--- src/hw/rtl/upc_pkg.sv ---
// ----------------------------------------------------------------------------
// upc_pkg
// Shared types, codes and lookup functions for the URI percent codec.
// ----------------------------------------------------------------------------
`default_nettype none

package upc_pkg;

  // Register indexes on the config port
  localparam logic CFG_DIRECTION = 1'b0;
  localparam logic CFG_COMPONENT = 1'b1;

  // Direction codes
  localparam logic DIR_ENCODE = 1'b0;
  localparam logic DIR_DECODE = 1'b1;

  // Component codes
  localparam logic [2:0] COMP_USERINFO = 3'd0;
  localparam logic [2:0] COMP_HOST     = 3'd1;
  localparam logic [2:0] COMP_PATH     = 3'd2;
  localparam logic [2:0] COMP_QUERY    = 3'd3;
  localparam logic [2:0] COMP_FRAGMENT = 3'd4;

  // Bytes 0..127 that get escaped on encode; bit i stands for byte i
  localparam logic [127:0] ESC_MASK = 128'hF800000178000001_5C0018BDFFFFFFFF;

  localparam logic [7:0] CH_PCT   = 8'h25;  // '%'
  localparam logic [7:0] CH_PLUS  = 8'h2B;  // '+'
  localparam logic [7:0] CH_SPACE = 8'h20;
  localparam logic [7:0] CH_DEL   = 8'h7F;

  // Maximum results per input byte
  localparam int MaxRes = 3;

  typedef struct packed {
    logic [7:0] data;
    logic       valid;
    logic       last;
  } res_t;

  function automatic logic in_escape_set(input logic [7:0] b);
    return !b[7] && ESC_MASK[b[6:0]];
  endfunction

  function automatic logic is_exempt(input logic [2:0] comp, input logic [7:0] b);
    logic r;
    case (comp)
      COMP_USERINFO: r = (b == 8'h3A);
      COMP_HOST:     r = (b == 8'h3A) || (b == 8'h5B) || (b == 8'h5D);
      COMP_PATH:     r = (b == 8'h2F) || (b == 8'h2E) || (b == 8'h40) ||
                         (b == 8'h25) || (b == 8'h3B) || (b == 8'h3D);
      COMP_QUERY,
      COMP_FRAGMENT: r = (b == 8'h2F) || (b == 8'h2E) || (b == 8'h40) ||
                         (b == 8'h26) || (b == 8'h25) || (b == 8'h3B) ||
                         (b == 8'h3D);
      default:       r = 1'b0;
    endcase
    return r;
  endfunction

  // Uppercase hex character for a nibble
  function automatic logic [7:0] hex_char(input logic [3:0] v);
    return (v < 4'd10) ? (8'h30 + {4'h0, v}) : (8'h37 + {4'h0, v});
  endfunction

  // Bit 4 set means not a hex digit
  function automatic logic [4:0] hex_value(input logic [7:0] b);
    logic [4:0] r;
    if (b >= 8'h30 && b <= 8'h39)      r = {1'b0, b[3:0]};
    else if ((b >= 8'h61 && b <= 8'h66) || (b >= 8'h41 && b <= 8'h46))
      r = {1'b0, b[3:0] + 4'd9};
    else                               r = 5'h10;
    return r;
  endfunction

  function automatic logic [7:0] plain_char(input logic [7:0] b);
    return (b == CH_PLUS) ? CH_SPACE : b;
  endfunction

endpackage

`default_nettype wire

--- src/hw/rtl/uri_percent_codec.sv ---
// ----------------------------------------------------------------------------
// uri_percent_codec
// Byte-stream URI percent encoder / decoder selected by a config register.
// ----------------------------------------------------------------------------
// Input bytes arrive on s_axis (tdata = byte, tlast = end of string). Each
// accepted byte is translated in the cycle of acceptance into zero to three
// result beats, held in a three-slot result buffer that drains on m_axis
// (tdata = byte, tuser = byte carries data, tlast = end of string).
// The first result of a byte shows on m_axis in the cycle after the byte is
// accepted. Throughput: one byte per cycle when each byte yields at most one
// result and m_axis does not stall; an encoded escape yields three beats, and
// the next byte waits until they drain. The rate is set by the single m_axis
// port draining the result buffer one beat per cycle while m_axis_tready is
// high. A new byte is taken in the same cycle as the last buffered beat is handed over.
// Decoding keeps a small escape state ('%' seen, high digit seen) across
// bytes; the end of a string always returns it to idle. A string whose last
// byte yields nothing ends with one beat with tuser low and tdata zero.
// Reset (rst, synchronous) empties the buffer, clears the escape state and
// sets encode with the user-info component. When m_axis stalls, the buffer
// holds and s_axis stops taking bytes as soon as any beat is pending.
// Config writes (cfg_we/cfg_index/cfg_data) are to be issued only while idle.
// ----------------------------------------------------------------------------
`default_nettype none

module uri_percent_codec
  import upc_pkg::*;
(
  input  wire logic       clk,
  input  wire logic       rst,

  input  wire logic       cfg_we,
  input  wire logic       cfg_index,
  input  wire logic [2:0] cfg_data,

  input  wire logic       s_axis_tvalid,
  output      logic       s_axis_tready,
  input  wire logic [7:0] s_axis_tdata,   // [7:0] in_byte
  input  wire logic       s_axis_tlast,

  output      logic       m_axis_tvalid,
  input  wire logic       m_axis_tready,
  output      logic [7:0] m_axis_tdata,   // [7:0] out_byte
  output      logic       m_axis_tuser,   // [0] byte_valid
  output      logic       m_axis_tlast
);

  typedef enum logic [1:0] {
    PH_IDLE = 2'd0,
    PH_PCT  = 2'd1,
    PH_HIGH = 2'd2
  } phase_t;

  logic       direction;
  logic [2:0] component;
  phase_t     phase, phase_next;
  logic [3:0] high_digit, high_digit_next;
  logic       high_digit_ok, high_digit_ok_next;

  res_t       slot [MaxRes];
  res_t       res_next [MaxRes];
  logic [1:0] count;
  logic [1:0] n_res;

  logic       accept, take;
  logic [4:0] hv;
  logic [7:0] dv;

  assign take          = m_axis_tvalid && m_axis_tready;
  assign s_axis_tready = (count == 2'd0) || (count == 2'd1 && m_axis_tready);
  assign accept        = s_axis_tvalid && s_axis_tready;

  assign m_axis_tvalid = (count != 2'd0);
  assign m_axis_tdata  = slot[0].data;
  assign m_axis_tuser  = slot[0].valid;
  assign m_axis_tlast  = slot[0].last;

  assign hv = hex_value(s_axis_tdata);
  assign dv = {high_digit, hv[3:0]};

  // Translate one byte into up to three results
  always_comb begin
    phase_next         = phase;
    high_digit_next    = high_digit;
    high_digit_ok_next = high_digit_ok;
    n_res              = 2'd0;
    for (int i = 0; i < MaxRes; i++) begin
      res_next[i] = '0;
    end

    if (direction == DIR_ENCODE) begin
      phase_next         = PH_IDLE;
      high_digit_next    = 4'h0;
      high_digit_ok_next = 1'b0;
      if (in_escape_set(s_axis_tdata) && !is_exempt(component, s_axis_tdata)) begin
        res_next[0] = '{data: CH_PCT, valid: 1'b1, last: 1'b0};
        res_next[1] = '{data: hex_char(s_axis_tdata[7:4]), valid: 1'b1, last: 1'b0};
        res_next[2] = '{data: hex_char(s_axis_tdata[3:0]), valid: 1'b1, last: 1'b0};
        n_res       = 2'd3;
      end else begin
        res_next[0] = '{data: s_axis_tdata, valid: 1'b1, last: 1'b0};
        n_res       = 2'd1;
      end
    end else begin
      case (phase)
        PH_PCT: begin
          if (s_axis_tlast) begin
            // short escape: '%' goes out literally
            res_next[0] = '{data: CH_PCT, valid: 1'b1, last: 1'b0};
            res_next[1] = '{data: plain_char(s_axis_tdata), valid: 1'b1, last: 1'b0};
            n_res       = 2'd2;
            phase_next  = PH_IDLE;
          end else begin
            high_digit_next    = hv[3:0];
            high_digit_ok_next = !hv[4];
            phase_next         = PH_HIGH;
          end
        end
        PH_HIGH: begin
          if (high_digit_ok && !hv[4] && dv >= CH_SPACE && dv != CH_DEL) begin
            res_next[0] = '{data: dv, valid: 1'b1, last: 1'b0};
            n_res       = 2'd1;
          end
          phase_next         = PH_IDLE;
          high_digit_next    = 4'h0;
          high_digit_ok_next = 1'b0;
        end
        default: begin
          phase_next = PH_IDLE;
          if (s_axis_tdata == CH_PCT) begin
            if (s_axis_tlast) begin
              res_next[0] = '{data: CH_PCT, valid: 1'b1, last: 1'b0};
              n_res       = 2'd1;
            end else begin
              phase_next = PH_PCT;
            end
          end else begin
            res_next[0] = '{data: plain_char(s_axis_tdata), valid: 1'b1, last: 1'b0};
            n_res       = 2'd1;
          end
        end
      endcase
    end

    // End of string: mark the final result, or emit an empty marker
    if (s_axis_tlast) begin
      if (n_res == 2'd0) begin
        n_res = 2'd1;
      end
      res_next[n_res - 2'd1].last = 1'b1;
    end
  end

  always_ff @(posedge clk) begin
    if (rst) begin
      direction     <= DIR_ENCODE;
      component     <= COMP_USERINFO;
      phase         <= PH_IDLE;
      high_digit    <= 4'h0;
      high_digit_ok <= 1'b0;
      count         <= 2'd0;
    end else begin
      if (cfg_we) begin
        case (cfg_index)
          CFG_DIRECTION: direction <= cfg_data[0];
          CFG_COMPONENT: component <= cfg_data;
          default:       ;
        endcase
      end
      if (accept) begin
        phase         <= phase_next;
        high_digit    <= high_digit_next;
        high_digit_ok <= high_digit_ok_next;
        count         <= n_res;
      end else if (take) begin
        count <= count - 2'd1;
      end
    end
  end

  // Result buffer payload: load on accept, shift toward slot 0 on take
  always_ff @(posedge clk) begin
    if (accept) begin
      for (int i = 0; i < MaxRes; i++) begin
        slot[i] <= res_next[i];
      end
    end else if (take) begin
      slot[0] <= slot[1];
      slot[1] <= slot[2];
    end
  end

  // A new byte never overwrites beats still waiting
  a_no_overwrite: assert property (@(posedge clk) disable iff (rst)
    accept |-> (count == 2'd0) || (count == 2'd1 && take))
    else $error("result buffer overwritten");

  // An empty beat only ever closes a string and carries zero data
  a_empty_is_end: assert property (@(posedge clk) disable iff (rst)
    (m_axis_tvalid && !m_axis_tuser) |-> (m_axis_tlast && m_axis_tdata == 8'h00))
    else $error("empty beat not at end of string");

  // End of string leaves the escape state idle
  a_last_idle: assert property (@(posedge clk) disable iff (rst)
    (accept && s_axis_tlast) |=> (phase == PH_IDLE))
    else $error("escape state open after end of string");

  // Encoding never leaves an escape open
  a_encode_idle: assert property (@(posedge clk) disable iff (rst)
    (accept && direction == DIR_ENCODE) |=> (phase == PH_IDLE && !high_digit_ok))
    else $error("escape state open after encode");

endmodule

`default_nettype wire

--- config.mk ---
export PLATFORM = sky130hd
export DESIGN_NAME = uri_percent_codec
export DESIGN_NICKNAME = d
export VERILOG_FILES = /design/src/hw/rtl/upc_pkg.sv /design/src/hw/rtl/uri_percent_codec.sv
export SDC_FILE = /design/constraint.sdc
export NUM_CORES = 1
export LEC_CHECK = 0
export ABC_AREA = 1
export BUFFER_PORTS_ARGS = -buffer_cell sky130_fd_sc_hd__buf_2
export CORE_MARGIN = 2
export CORE_UTILIZATION = 25
export CTS_BUF_LIST = sky130_fd_sc_hd__clkbuf_8 sky130_fd_sc_hd__clkbuf_16
export DETAILED_ROUTE_END_ITERATION = 10
export GPL_TIMING_DRIVEN = 0
export PLACE_DENSITY = 0.45
export SLEW_MARGIN = 20
export SYNTH_ARGS = -nofsm -noshare
export SYNTH_HDL_FRONTEND = slang
export SYNTH_SLANG_ARGS = --single-unit
--- constraint.sdc ---
create_clock -name clk -period 2.5 [get_ports clk]
set_clock_uncertainty 0.05 [all_clocks]
set_input_delay 0.25 -clock clk [delete_from_list [all_inputs] [get_ports clk]]
set_output_delay 0.25 -clock clk [all_outputs]
set_load 0.01 [all_outputs]
==> After elaboration in Yosys (flattened, before gate mapping) <==
Memory sizes are Yosys's and may differ from the RTL's.
Index checks and enable logic that the tools add are counted.
{ "totals": {"word_cells": 141, "out_inout_bits": 12, "mem_bits_rw": 30, "memories": 2, "ff_bits": 13, "romBits": 128} }
{ "op_classes": {"n_eq_ne": 21, "n_addsub": 7, "order_cmp": 12, "n_bitwise": 4, "reduce_logical": 37, "n_mux": 52} }
{ "mem_list": {"columns": ["memory", "depth", "word_bits", "rd", "rd_clocked_by_memory_dff", "write_ports", "line", "source"], "rows": [
  ["(no name shown)", 128, 1, 1, 0, 0, "upc_pkg.sv:42", "return !b[7] && ESC_MASK[b[6:0]];"],
  ["slot", 3, 10, 3, 0, 3, "uri_percent_codec.sv:59", "res_t slot [MaxRes];"]
]} }
{ "op_table": {"columns": ["operator", "n"], "rows": [
  ["10-bit two-way mux", 7],
  ["8-bit by 6-bit == test with 1-bit output, second input constant", 8],
  ["30-bit bitwise mux", 1],
  ["30-bit two-way mux", 1],
  ["6-bit by 4-bit adder with 7-bit output, first input constant", 4],
  ["8-bit by 7-bit == test with 1-bit output, second input constant", 3],
  ["2-bit two-way mux", 11],
  ["10-bit demux with 2-bit select", 1],
  ["20-bit two-way mux", 1],
  ["10-bit one-hot mux with 2 select lines", 1],
  ["19-bit two-way mux", 1],
  ["18-bit two-way mux", 1],
  ["8-bit by 6-bit greater-or-equal comparator with 1-bit output, second input constant", 2],
  ["8-bit by 7-bit greater-or-equal comparator with 1-bit output, second input constant", 2],
  ["8-bit by 7-bit less-or-equal comparator with 1-bit output, second input constant", 2],
  ["8-bit two-way mux", 2],
  ["1-bit two-way mux", 14],
  ["7-bit two-way mux", 2],
  ["1-bit logical OR", 13],
  ["1-bit logical AND", 12],
  ["5-bit two-way mux", 2],
  ["8-bit by 6-bit less-or-equal comparator with 1-bit output, second input constant", 1],
  ["4-bit < comparator, second input constant", 2],
  ["7-bit by 8-bit < comparator with 1-bit output, second input constant", 1],
  ["other kinds (27)", 38]
]} }

==> Longest topological paths before layout <==
Gate-level depths: netlist of the first run.
{ "depth": {"depth_word": 25, "ltp_mapped": 18, "depth_no_buf": 18} }

==> Least setup slack after synthesis of the first run <==
Ideal clock, no wire load.
{ "synth_path": {"kind": "input -> register", "startpoint": "in s_axis_tdata[1]", "endpoint": "mem slot[0][1] (netlist name), data pin", "cell_stages": 17, "path_slack_ns": 0.405, "path_buffers": 0, "arrival_time_ns": 1.791, "cell_sequence": "inv_1 ha_1 inv_1 nor2_1 inv_1 nand2_1 nand2_2 nand2_1 nand3_1 nor2_1 nand3_1 nand2_2 nand2_1 nand2_1 nand2_1 nor2_1 nor2_1"} }
{ "synth_rtl": {"columns": ["item", "line", "source"], "rows": [
  ["start, declared", "uri_percent_codec.sv:37", "input wire logic [7:0] s_axis_tdata,"],
  ["end, declared", "uri_percent_codec.sv:59", null]
]} }

==> results.yml, run 1 <==
worst_setup_path:
  end_kind: "register"
  critical_path_buf_inv_count: 2
  critPathSlowestCell: "ha_1"
  critPathMaxFanout: 9
  cp.arrival_ns: 2.24
  startpoint_type: "register"
  cp.required_ns: 2.49
  worstPathCellList: "inv_1 -> ha_1 -> inv_1 -> nor3_1 -> nand3_1 -> nand2_1 -> nand2_1 -> nor2_1 -> nor2_1"
  crit_path_max_incr_delay_ns: 0.49
  path_class: "register to register"
  cpLargestDelayFamily: "simple AND/OR/NAND/NOR gates"
power:
  pwr_density_cell_nw_per_um2: 722
  p_leak_nw: 1.53
  vdd_drop_max_mv: 0.289
sta:
  finalCriticalPeriod_ns: 2.26
  fin_crit_sh_pct: 90.3
  max_freq_ghz: 0.443
  worst_pin_slew_ns: 0.805
  slew_viol_final: 0
  setup_violations: 0
  slew_headroom_pct: 46.3
  hold_violations: 0
clock_tree:
  cts.sinks: 42
  htreeDepth: 2
  clock_path_buffers: 2
  cts_root_buf: "clkbuf_16"
  cts_tree: "built"
  holdBufCountCts: 0
  clk_latency_ns: 0.28
  numCtsBuffers: 5
  path_clk_slew_ns: 0.06
drt:
  post_drt_wl_per_cell_um: 14.3
  wl_um: 8450
  via_per_inst: 4.60
  drc: 0
  postRouteAntennaNets: 0
  drt_iter0_drc: 159
  vias: 2711
  dr.pass1.iters: 4
floorplan:
  core_um2: 11500
  die_w_um: 113
  start_util_pct: 25.7
  die_h_um: 113
  die_area_um2: 12700
  rows: 39
  io_pins: 30
worst_hold_path:
  worstHoldPathType: "primary input to register"
global_routing:
  grt_max_degree: 23
  grt_pass1_vias: 2703
  grt_pass1_wl_um: 13800
  antenna_found_initial: 0
  grt_usage_pct: 13.7
  grt-ovfl-total: 0
finish:
  antenna_cells: 0
  drive_above_1_share_pct: 19.1
  syn2layout_area_growth_pct: 19.7
  layout_common_cells: "nand2_1, nor2_1, a21oi_1"
  final_common_cell: "nand2_1"
  fin_cells: 589
  nNetsFinal: 479
  finalCoreUtilization_pct: 30.8
  nFillCells: 1244
synth:
  synth-seq-area-share_pct: 38.3
  ys_ff_latch: 42
  async_reset_ff_share_pct: 0
  yosysWarnings: 0
  ys_top_cells_by_area: "edfxtp_1, nand2_1, dfxtp_1, ha_1, a21oi_1"
  yosys.area.top_type: "edfxtp_1"
  synth_top_area_share_pct: 29.5
  synth_top_flop_cell: "edfxtp_1"
  ys_types: 40
  synth_edf_count: 29
  postSynthNetCount: 436
  syn_area_per_cell_um2: 7.34
  syn_inst: 402
  synth_area_um2: 2950
placement:
  post-place-cells: 571
  numPortBuffers: 26
  place.gp.congestion: 0.896
  place_hpwl_um: 6460
run:
  max_cap_violations: 0
status:
  outcome: "completed"
## stage by stage
step | area, um2 | worst slack [ns] | hold slack (ns) | TNS, ns | power, mW
3_3_place_gp | 3260 | -0.294 | 0.405 | -2.21 | 1.80
5_1_grt | 3530 | -0.00162 | 0.234 | -0.00162 | 2.72
2_1_floorplan | 2950 | 0.405 | 0.355 | 0 | 1.56
6_report | 3530 | 0.243 | 0.172 | 0 | 2.55
4_1_cts | 3430 | 0.0194 | 0.172 | 0 | 2.56
3_5_place_dp | 3260 | -0.266 | 0.406 | -2.28 | 1.81
## report_power, final
part           internal, mW  switching (mW)
Combinational         0.283           0.515
Sequential            0.968          0.0488
Clock                 0.467           0.269
Total                  1.72           0.834
## cells in the mapped netlist (2+ instances only)
| library cell | n |
|---|---|
| nand2_1 | 124 |
| nor2_1 | 45 |
| a21oi_1 | 34 |
| inv_1 | 33 |
| edfxtp_1 | 29 |
| nand3_1 | 28 |
| ha_1 | 16 |
| o21ai_0 | 16 |
| dfxtp_1 | 13 |
| buf_4 | 10 |
| clkbuf_1 | 5 |
| inv_2 | 5 |
| a31oi_1 | 4 |
| nand2_2 | 4 |
| nor3_1 | 4 |
| clkinv_1 | 3 |
| nand4_1 | 3 |
| buf_6 | 2 |
| o21ai_1 | 2 |
| o21bai_1 | 2 |
## final cells by class
class | instances | area (um2) | share of cell area [%]
sequential | 42 | 1130 | 32.0
buffer | 16 | 114 | 3.22
tap | 143 | 179 | 5.07
inverter | 42 | 179 | 5.07
clock buffer | 5 | 125 | 3.54
multi-input combinational | 301 | 1550 | 43.9
timing repair buffer | 37 | 213 | 6.02
clock inverter | 3 | 40.0 | 1.13
## worst reg2reg max path, stage by stage, from the launching register on
cell     delay [ns]
dfxtp_1        0.36
inv_1          0.05
ha_1           0.49
inv_1          0.17
nor3_1         0.35
nand3_1        0.16
nand2_1        0.16
nand2_1        0.08
nor2_1         0.09
nor2_1         0.05
## logic make-up after synthesis
family                   after synthesis  synth area share (%)
AND/OR/NAND/NOR                      216                  31.5
AO/OA/AOI/OAI                         68                  13.7
buffers and inverters                 59                  9.37
flip-flops                            42                  38.3
adder cells (fa/ha/maj)               16                  6.78
XOR/XNOR                               1                 0.297
## sequential cells by signal, summed over array words and instances, names as in the netlist
signal / flops
phase: 2
component: 3
count: 2
direction: 1
slot: 29
high_digit_ok: 1
high_digit: 4
## timing repair
| action | CTS | global route |
|---|---|---|
| buffers inserted | 0 | 11 |
| pin swaps | 0 | 0 |
| endpoints found under the setup margin | 1 | 23 |
| gates resized for setup | 1 | 10 |
## path summary, 6_finish.rpt
kind / to / slack, ns / startpoint / depth (start not counted)
worst min register to register: count[1]$_SDFFE_PP0P_ / 0.42 / count[1]$_SDFFE_PP0P_ / 2
worst min-delay path: component[1]$_SDFFE_PP0P_ / 0.17 / cfg_data[1] / 3
worst max register to register: slot[0][1]$_DFFE_PP_ / 0.24 / phase[0]$_SDFFE_PP0P_ / 9
worst max-delay path: slot[0][1]$_DFFE_PP_ / 0.24 / phase[0]$_SDFFE_PP0P_ / 9
## layer usage
layer / wire [um] / track usage (%)
met5: 0 / 0
met4: 133 / 4.80
met3: 344 / 2.00
met2: 3780 / 21.9
met1: 4190 / 18.9
Power figures use the tool's default switching activity.
==> run 2, diff against run 1 <==
--- a/config.mk
+++ b/config.mk
@@ -8,11 +8,11 @@
 export ABC_AREA = 1
 export BUFFER_PORTS_ARGS = -buffer_cell sky130_fd_sc_hd__buf_2
 export CORE_MARGIN = 2
-export CORE_UTILIZATION = 25
+export CORE_UTILIZATION = 45
 export CTS_BUF_LIST = sky130_fd_sc_hd__clkbuf_8 sky130_fd_sc_hd__clkbuf_16
 export DETAILED_ROUTE_END_ITERATION = 10
 export GPL_TIMING_DRIVEN = 0
-export PLACE_DENSITY = 0.45
+export PLACE_DENSITY = 0.69
 export SLEW_MARGIN = 20
 export SYNTH_ARGS = -nofsm -noshare
 export SYNTH_HDL_FRONTEND = slang
==> run 2 against run 1 <==
Sequential cell count stayed put. Combinational power shrank 2%. Sequential power barely moved. Sequential share of layout area increased by 1.7 points. Worst setup slack got worse by 0.042 ns. Critical path depth up 8. Die area shrank 43%. Final area shrank 5.1%. Power down 4.3%. Final cell count shrank 13%. Critical path type is now primary input to register. Highest routed layer unchanged.
==> results.yml, run 2 (synthesis results as in run 1) <==
clock_tree:
  cts_root_buf: "clkbuf_8"
  cts.sinks: 42
  clk_latency_ns: 0.30
  holdBufCountCts: 0
  htreeDepth: 2
  numCtsBuffers: 5
  clock_path_buffers: 2
  path_clk_slew_ns: 0.09
  cts_tree: "built"
global_routing:
  grt_usage_pct: 20.4
  grt_max_degree: 23
  grt-ovfl-total: 0
  grt_pass1_wl_um: 11800
  antenna_found_initial: 0
  grt_pass1_vias: 2457
finish:
  final_common_cell: "nand2_1"
  finalCoreUtilization_pct: 52.8
  finalInstanceArea_um2: 3350
  top_register: "slot"
  multi_input_area_um2: 1550
  nFillCells: 630
  layout_common_cells: "nand2_1, nor2_1, a21oi_1"
  fin_cells: 514
  syn2layout_area_growth_pct: 13.5
  antenna_cells: 0
  nNetsFinal: 470
  area.sequential_um2: 1130
  largestRegisters: "slot x29, high_digit x4, component x3"
  largest_reg_flops: 29
  drive_above_1_share_pct: 16.9
sta:
  finalCriticalPeriod_ns: 2.30
  setup_ws_ns: 0.201
  fin_crit_sh_pct: 92.0
  max_freq_ghz: 0.435
  setup_violations: 0
  hold_violations: 0
  slew_headroom_pct: 47.7
  worst_pin_slew_ns: 0.783
  slew_viol_final: 0
drt:
  vias: 2759
  top_layer: "met4"
  wl_um: 7420
  drt_iter0_drc: 268
  dr.pass1.iters: 5
  met3RoutedLength_um: 345
  drc: 0
  wl_met1_um: 3420
  post_drt_wl_per_cell_um: 14.4
  postRouteAntennaNets: 0
  route.met2.wl_um: 3560
  via_per_inst: 5.37
placement:
  place_hpwl_um: 5580
  place_area_um2: 3180
  post-place-cells: 505
  numPortBuffers: 26
  place.gp.congestion: 0.915
  dp_slack_ns: -0.150
floorplan:
  die_h_um: 85.0
  start_util_pct: 46.5
  die_w_um: 85.0
  rows: 29
  die_area_um2: 7220
  io_pins: 30
  core_um2: 6350
worst_setup_path:
  startpoint_type: "primary input"
  cp.arrival_ns: 2.30
  path_class: "primary input to register"
  cp.required_ns: 2.50
  end_kind: "register"
  critPathMaxFanout: 9
  r2r_setup_slack_ns: 0.25
power:
  p_total_mw: 2.44
  vdd_drop_max_mv: 0.418
  p_leak_nw: 1.47
  pwr_density_cell_nw_per_um2: 729
status:
  outcome: "completed"
worst_hold_path:
  worstHoldPathType: "primary input to register"
run:
  max_cap_violations: 0
==> run 2: metrics by stage <==
stage / hold WS [ns] / setup TNS (ns)
after floorplan: 0.355 / 0
after global placement: 0.404 / -0.975
after detailed placement: 0.410 / -0.991
after CTS: 0.159 / 0
after global routing: 0.215 / -0.00576
final: 0.167 / 0
==> run 2: timing repair <==
item,4_1_cts,5_1_grt
gates resized for setup,0,7
setup buffers,0,3
endpoints found under the setup margin,0,12
==> run 2: worst max-delay path, cell delays in order <==
cell and delay, ns:
buf_2 0.22, clkinvlp_4 0.22, ha_1 0.30, inv_1 0.07
nor2_1 0.05, inv_1 0.08, nand2_1 0.09, nand2_2 0.10
nand2_1 0.06, nand2_1 0.06, nand2_1 0.06, nor2_1 0.10
nand3_1 0.09, nand2_2 0.12, nor2_1 0.06, o21ai_0 0.27
nand2_1 0.08
==> run 2: path summary, 6_finish.rpt <==
path,startpoint,cells past startpoint,endpoint
setup / recovery,s_axis_tdata[0],17,slot[0][3]$_DFFE_PP_
hold / removal,cfg_data[1],3,component[1]$_SDFFE_PP0P_
setup reg to reg,count[0]$_SDFFE_PP0P_,9,slot[0][14]$_DFFE_PP_
hold reg to reg,count[1]$_SDFFE_PP0P_,2,count[1]$_SDFFE_PP0P_
==> run 2: area by class of cell <==
type,count,area share [%]
clock buffers,5,2.05
well taps,77,2.88
clock inverters,3,1.90
flip-flops and latches,42,33.8
inverters,42,5.45
plain buffers,15,3.25
multi-input cells,301,46.2
repair buffers,29,4.56
==> run 2: where the power goes <==
| part | switching (mW) | internal [mW] | leakage, nW |
|---|---|---|---|
| Sequential | 0.0522 | 0.967 | 0.392 |
| Clock | 0.246 | 0.395 | 0.0658 |
| Combinational | 0.501 | 0.280 | 1.01 |
| Total | 0.799 | 1.64 | 1.47 |
==> run 2: routing by layer <==
layer | vias up | track usage, %
li1 | 1396 | -
met1 | 1260 | 27.3
met2 | 93 | 34.5
met3 | 10 | 2.63
met4 | 0 | 5.92
met5 | - | 0
==> run 3, diff against run 2 <==
--- a/config.mk
+++ b/config.mk
@@ -7,7 +7,6 @@
 export LEC_CHECK = 0
 export ABC_AREA = 1
 export BUFFER_PORTS_ARGS = -buffer_cell sky130_fd_sc_hd__buf_2
-export CORE_MARGIN = 2
 export CORE_UTILIZATION = 45
 export CTS_BUF_LIST = sky130_fd_sc_hd__clkbuf_8 sky130_fd_sc_hd__clkbuf_16
 export DETAILED_ROUTE_END_ITERATION = 10
==> run 3 against run 2 <==
Combinational power shrank 0.6%. Wire length is 2.5% lower. Sequential share of layout area grew 0.51 points. Maximum frequency fell by 0.39%. Die area is 4.7% lower. Critical path type unchanged. Largest power group unchanged.
==> results.yml, run 3 (synthesis results as in run 1) <==
sta:
  worst_pin_slew_ns: 0.777
  max_freq_ghz: 0.433
  hold_violations: 0
  setup_violations: 0
  slew_headroom_pct: 48.1
  setup_ws_ns: 0.192
  finalCriticalPeriod_ns: 2.31
  rsz0062_at_grt: "false"
  finalSetupTns_ns: 0
  fin_crit_sh_pct: 92.3
  slew_viol_final: 0
worst_setup_path:
  cp.arrival_ns: 2.31
  critPathSlowestCell: "ha_1"
  cp.required_ns: 2.50
  critPathMaxFanout: 9
  critical_path_buf_inv_count: 4
  critPathLaunch: "s_axis_tdata[0]"
  r2r_start: "count[0]$_SDFFE_PP0P_"
  cpLargestDelayFamily: "simple AND/OR/NAND/NOR gates"
  worstPathCellList: "buf_2 -> clkinvlp_4 -> ha_1 -> inv_1 -> nor2_1 -> inv_1 -> nand2_1 -> nand2_2 -> nand2_1 -> nand2_1 -> nand2_1 -> nor2_1 -> nand3_1 -> nand2_2 -> nor2_1 -> o21ai_0 -> nand2_1"
  end_kind: "register"
  crit_path_max_incr_delay_ns: 0.30
  crit_top_cell: "nand2_1"
  path_class: "primary input to register"
  startpoint_type: "primary input"
global_routing:
  grt_pass1_wl_um: 12000
  grt-ovfl-total: 0
  antenna_found_initial: 0
  grt_max_degree: 23
  grt_usage_pct: 21.8
  grt_pass1_vias: 2528
drt:
  vias: 2759
  drt_iter0_drc: 178
  postRouteAntennaNets: 0
  dr.pass1.iters: 4
  drc: 0
  post_drt_wl_per_cell_um: 14.1
  via_per_inst: 5.37
  wl_um: 7230
finish:
  antenna_cells: 0
  nFillCells: 652
  top_register: "slot"
  drive_above_1_share_pct: 16.9
  multi_input_area_um2: 1550
  layout_common_cells: "nand2_1, nor2_1, a21oi_1"
  nNetsFinal: 470
  finalCoreUtilization_pct: 52.0
  area.sequential_um2: 1130
  largestRegisters: "slot x29, high_digit x4, component x3"
  final_common_cell: "nand2_1"
  largest_reg_flops: 29
  syn2layout_area_growth_pct: 11.8
placement:
  dp_slack_ns: -0.160
  place_hpwl_um: 5550
  numPortBuffers: 26
  place.gp.congestion: 0.937
floorplan:
  rows: 29
  io_pins: 30
  die_w_um: 83.0
  die_h_um: 83.0
  core_um2: 6350
  die_area_um2: 6890
  start_util_pct: 46.5
clock_tree:
  clk_latency_ns: 0.30
  cts_tree: "built"
  htreeDepth: 2
  cts.sinks: 42
  numCtsBuffers: 5
  path_clk_slew_ns: 0.08
  holdBufCountCts: 0
  cts_root_buf: "clkbuf_8"
  clock_path_buffers: 2
power:
  p_total_mw: 2.23
  p_leak_nw: 1.44
  pwr_density_cell_nw_per_um2: 676
  vdd_drop_max_mv: 0.369
worst_hold_path:
  holdCritStartpoint: "cfg_data[1]"
  worstHoldPathType: "primary input to register"
status:
  outcome: "completed"
run:
  max_cap_violations: 0
==> run 3: cell count changes in the layout (fill, tap and decap cells not counted), sizes merged <==
cell      before  now
buf           41   40
bufinv         2    0
clkbuf         8    9
clkinv         1    2
clkinvlp       6    7
==> run 3: layout make-up <==
class | count | area share [%]
buffer | 16 | 3.45
clock buffer | 5 | 2.08
clock inverter | 3 | 0.493
inverter | 42 | 5.53
multi-input combinational | 301 | 46.9
sequential | 42 | 34.3
tap | 77 | 2.92
timing repair buffer | 28 | 4.40
==> run 3: per-stage QoR <==
stage / hold WS (ns) / cell area (um2) / cells
after floorplan: 0.355 / 2950 / 402
after global placement: 0.404 / 3180 / 505
after detailed placement: 0.407 / 3180 / 505
after CTS: 0.140 / 3260 / 513
after global routing: 0.201 / 3300 / 514
final: 0.136 / 3300 / 514
==> run 3: where the power goes <==
| group | total [mW] | internal, mW | switching, mW | leakage (nW) |
|---|---|---|---|---|
| clock | 0.440 | 0.191 | 0.248 | 0.0416 |
| combinational | 0.776 | 0.277 | 0.499 | 1.01 |
| sequential | 1.02 | 0.967 | 0.0490 | 0.392 |
| total | 2.23 | 1.44 | 0.797 | 1.44 |
==> run 3: timing repair <==
action	CTS	global route
endpoints found under the hold margin	0	0
setup buffers	0	2
resized for setup	0	9
endpoints found under the setup margin	0	15
==> run 3: path summary, 6_finish.rpt <==
| kind | endpoint | slack (ns) | cells after the start |
|---|---|---|---|
| worst max register to register | slot[0][3]$_DFFE_PP_ | 0.30 | 10 |
| worst min register to register | count[1]$_SDFFE_PP0P_ | 0.42 | 2 |
| worst min-delay path | component[1]$_SDFFE_PP0P_ | 0.14 | 3 |
| worst max-delay path | slot[0][3]$_DFFE_PP_ | 0.19 | 17 |
==> run 3: worst reg2reg max path, delay by kind of cell (launching register included) <==
kind | cells | cell delay [ns]
buf+inv | 4 | 0.66
fa+ha+maj | 1 | 0.18
flops | 1 | 0.34
simple gates | 5 | 0.74
==> run 3: layer usage <==
layer,GRT usage [%],wire length [um]
met5,0,0
met4,8.62,153
met3,3.98,318
met2,36.9,3520
met1,27.5,3240
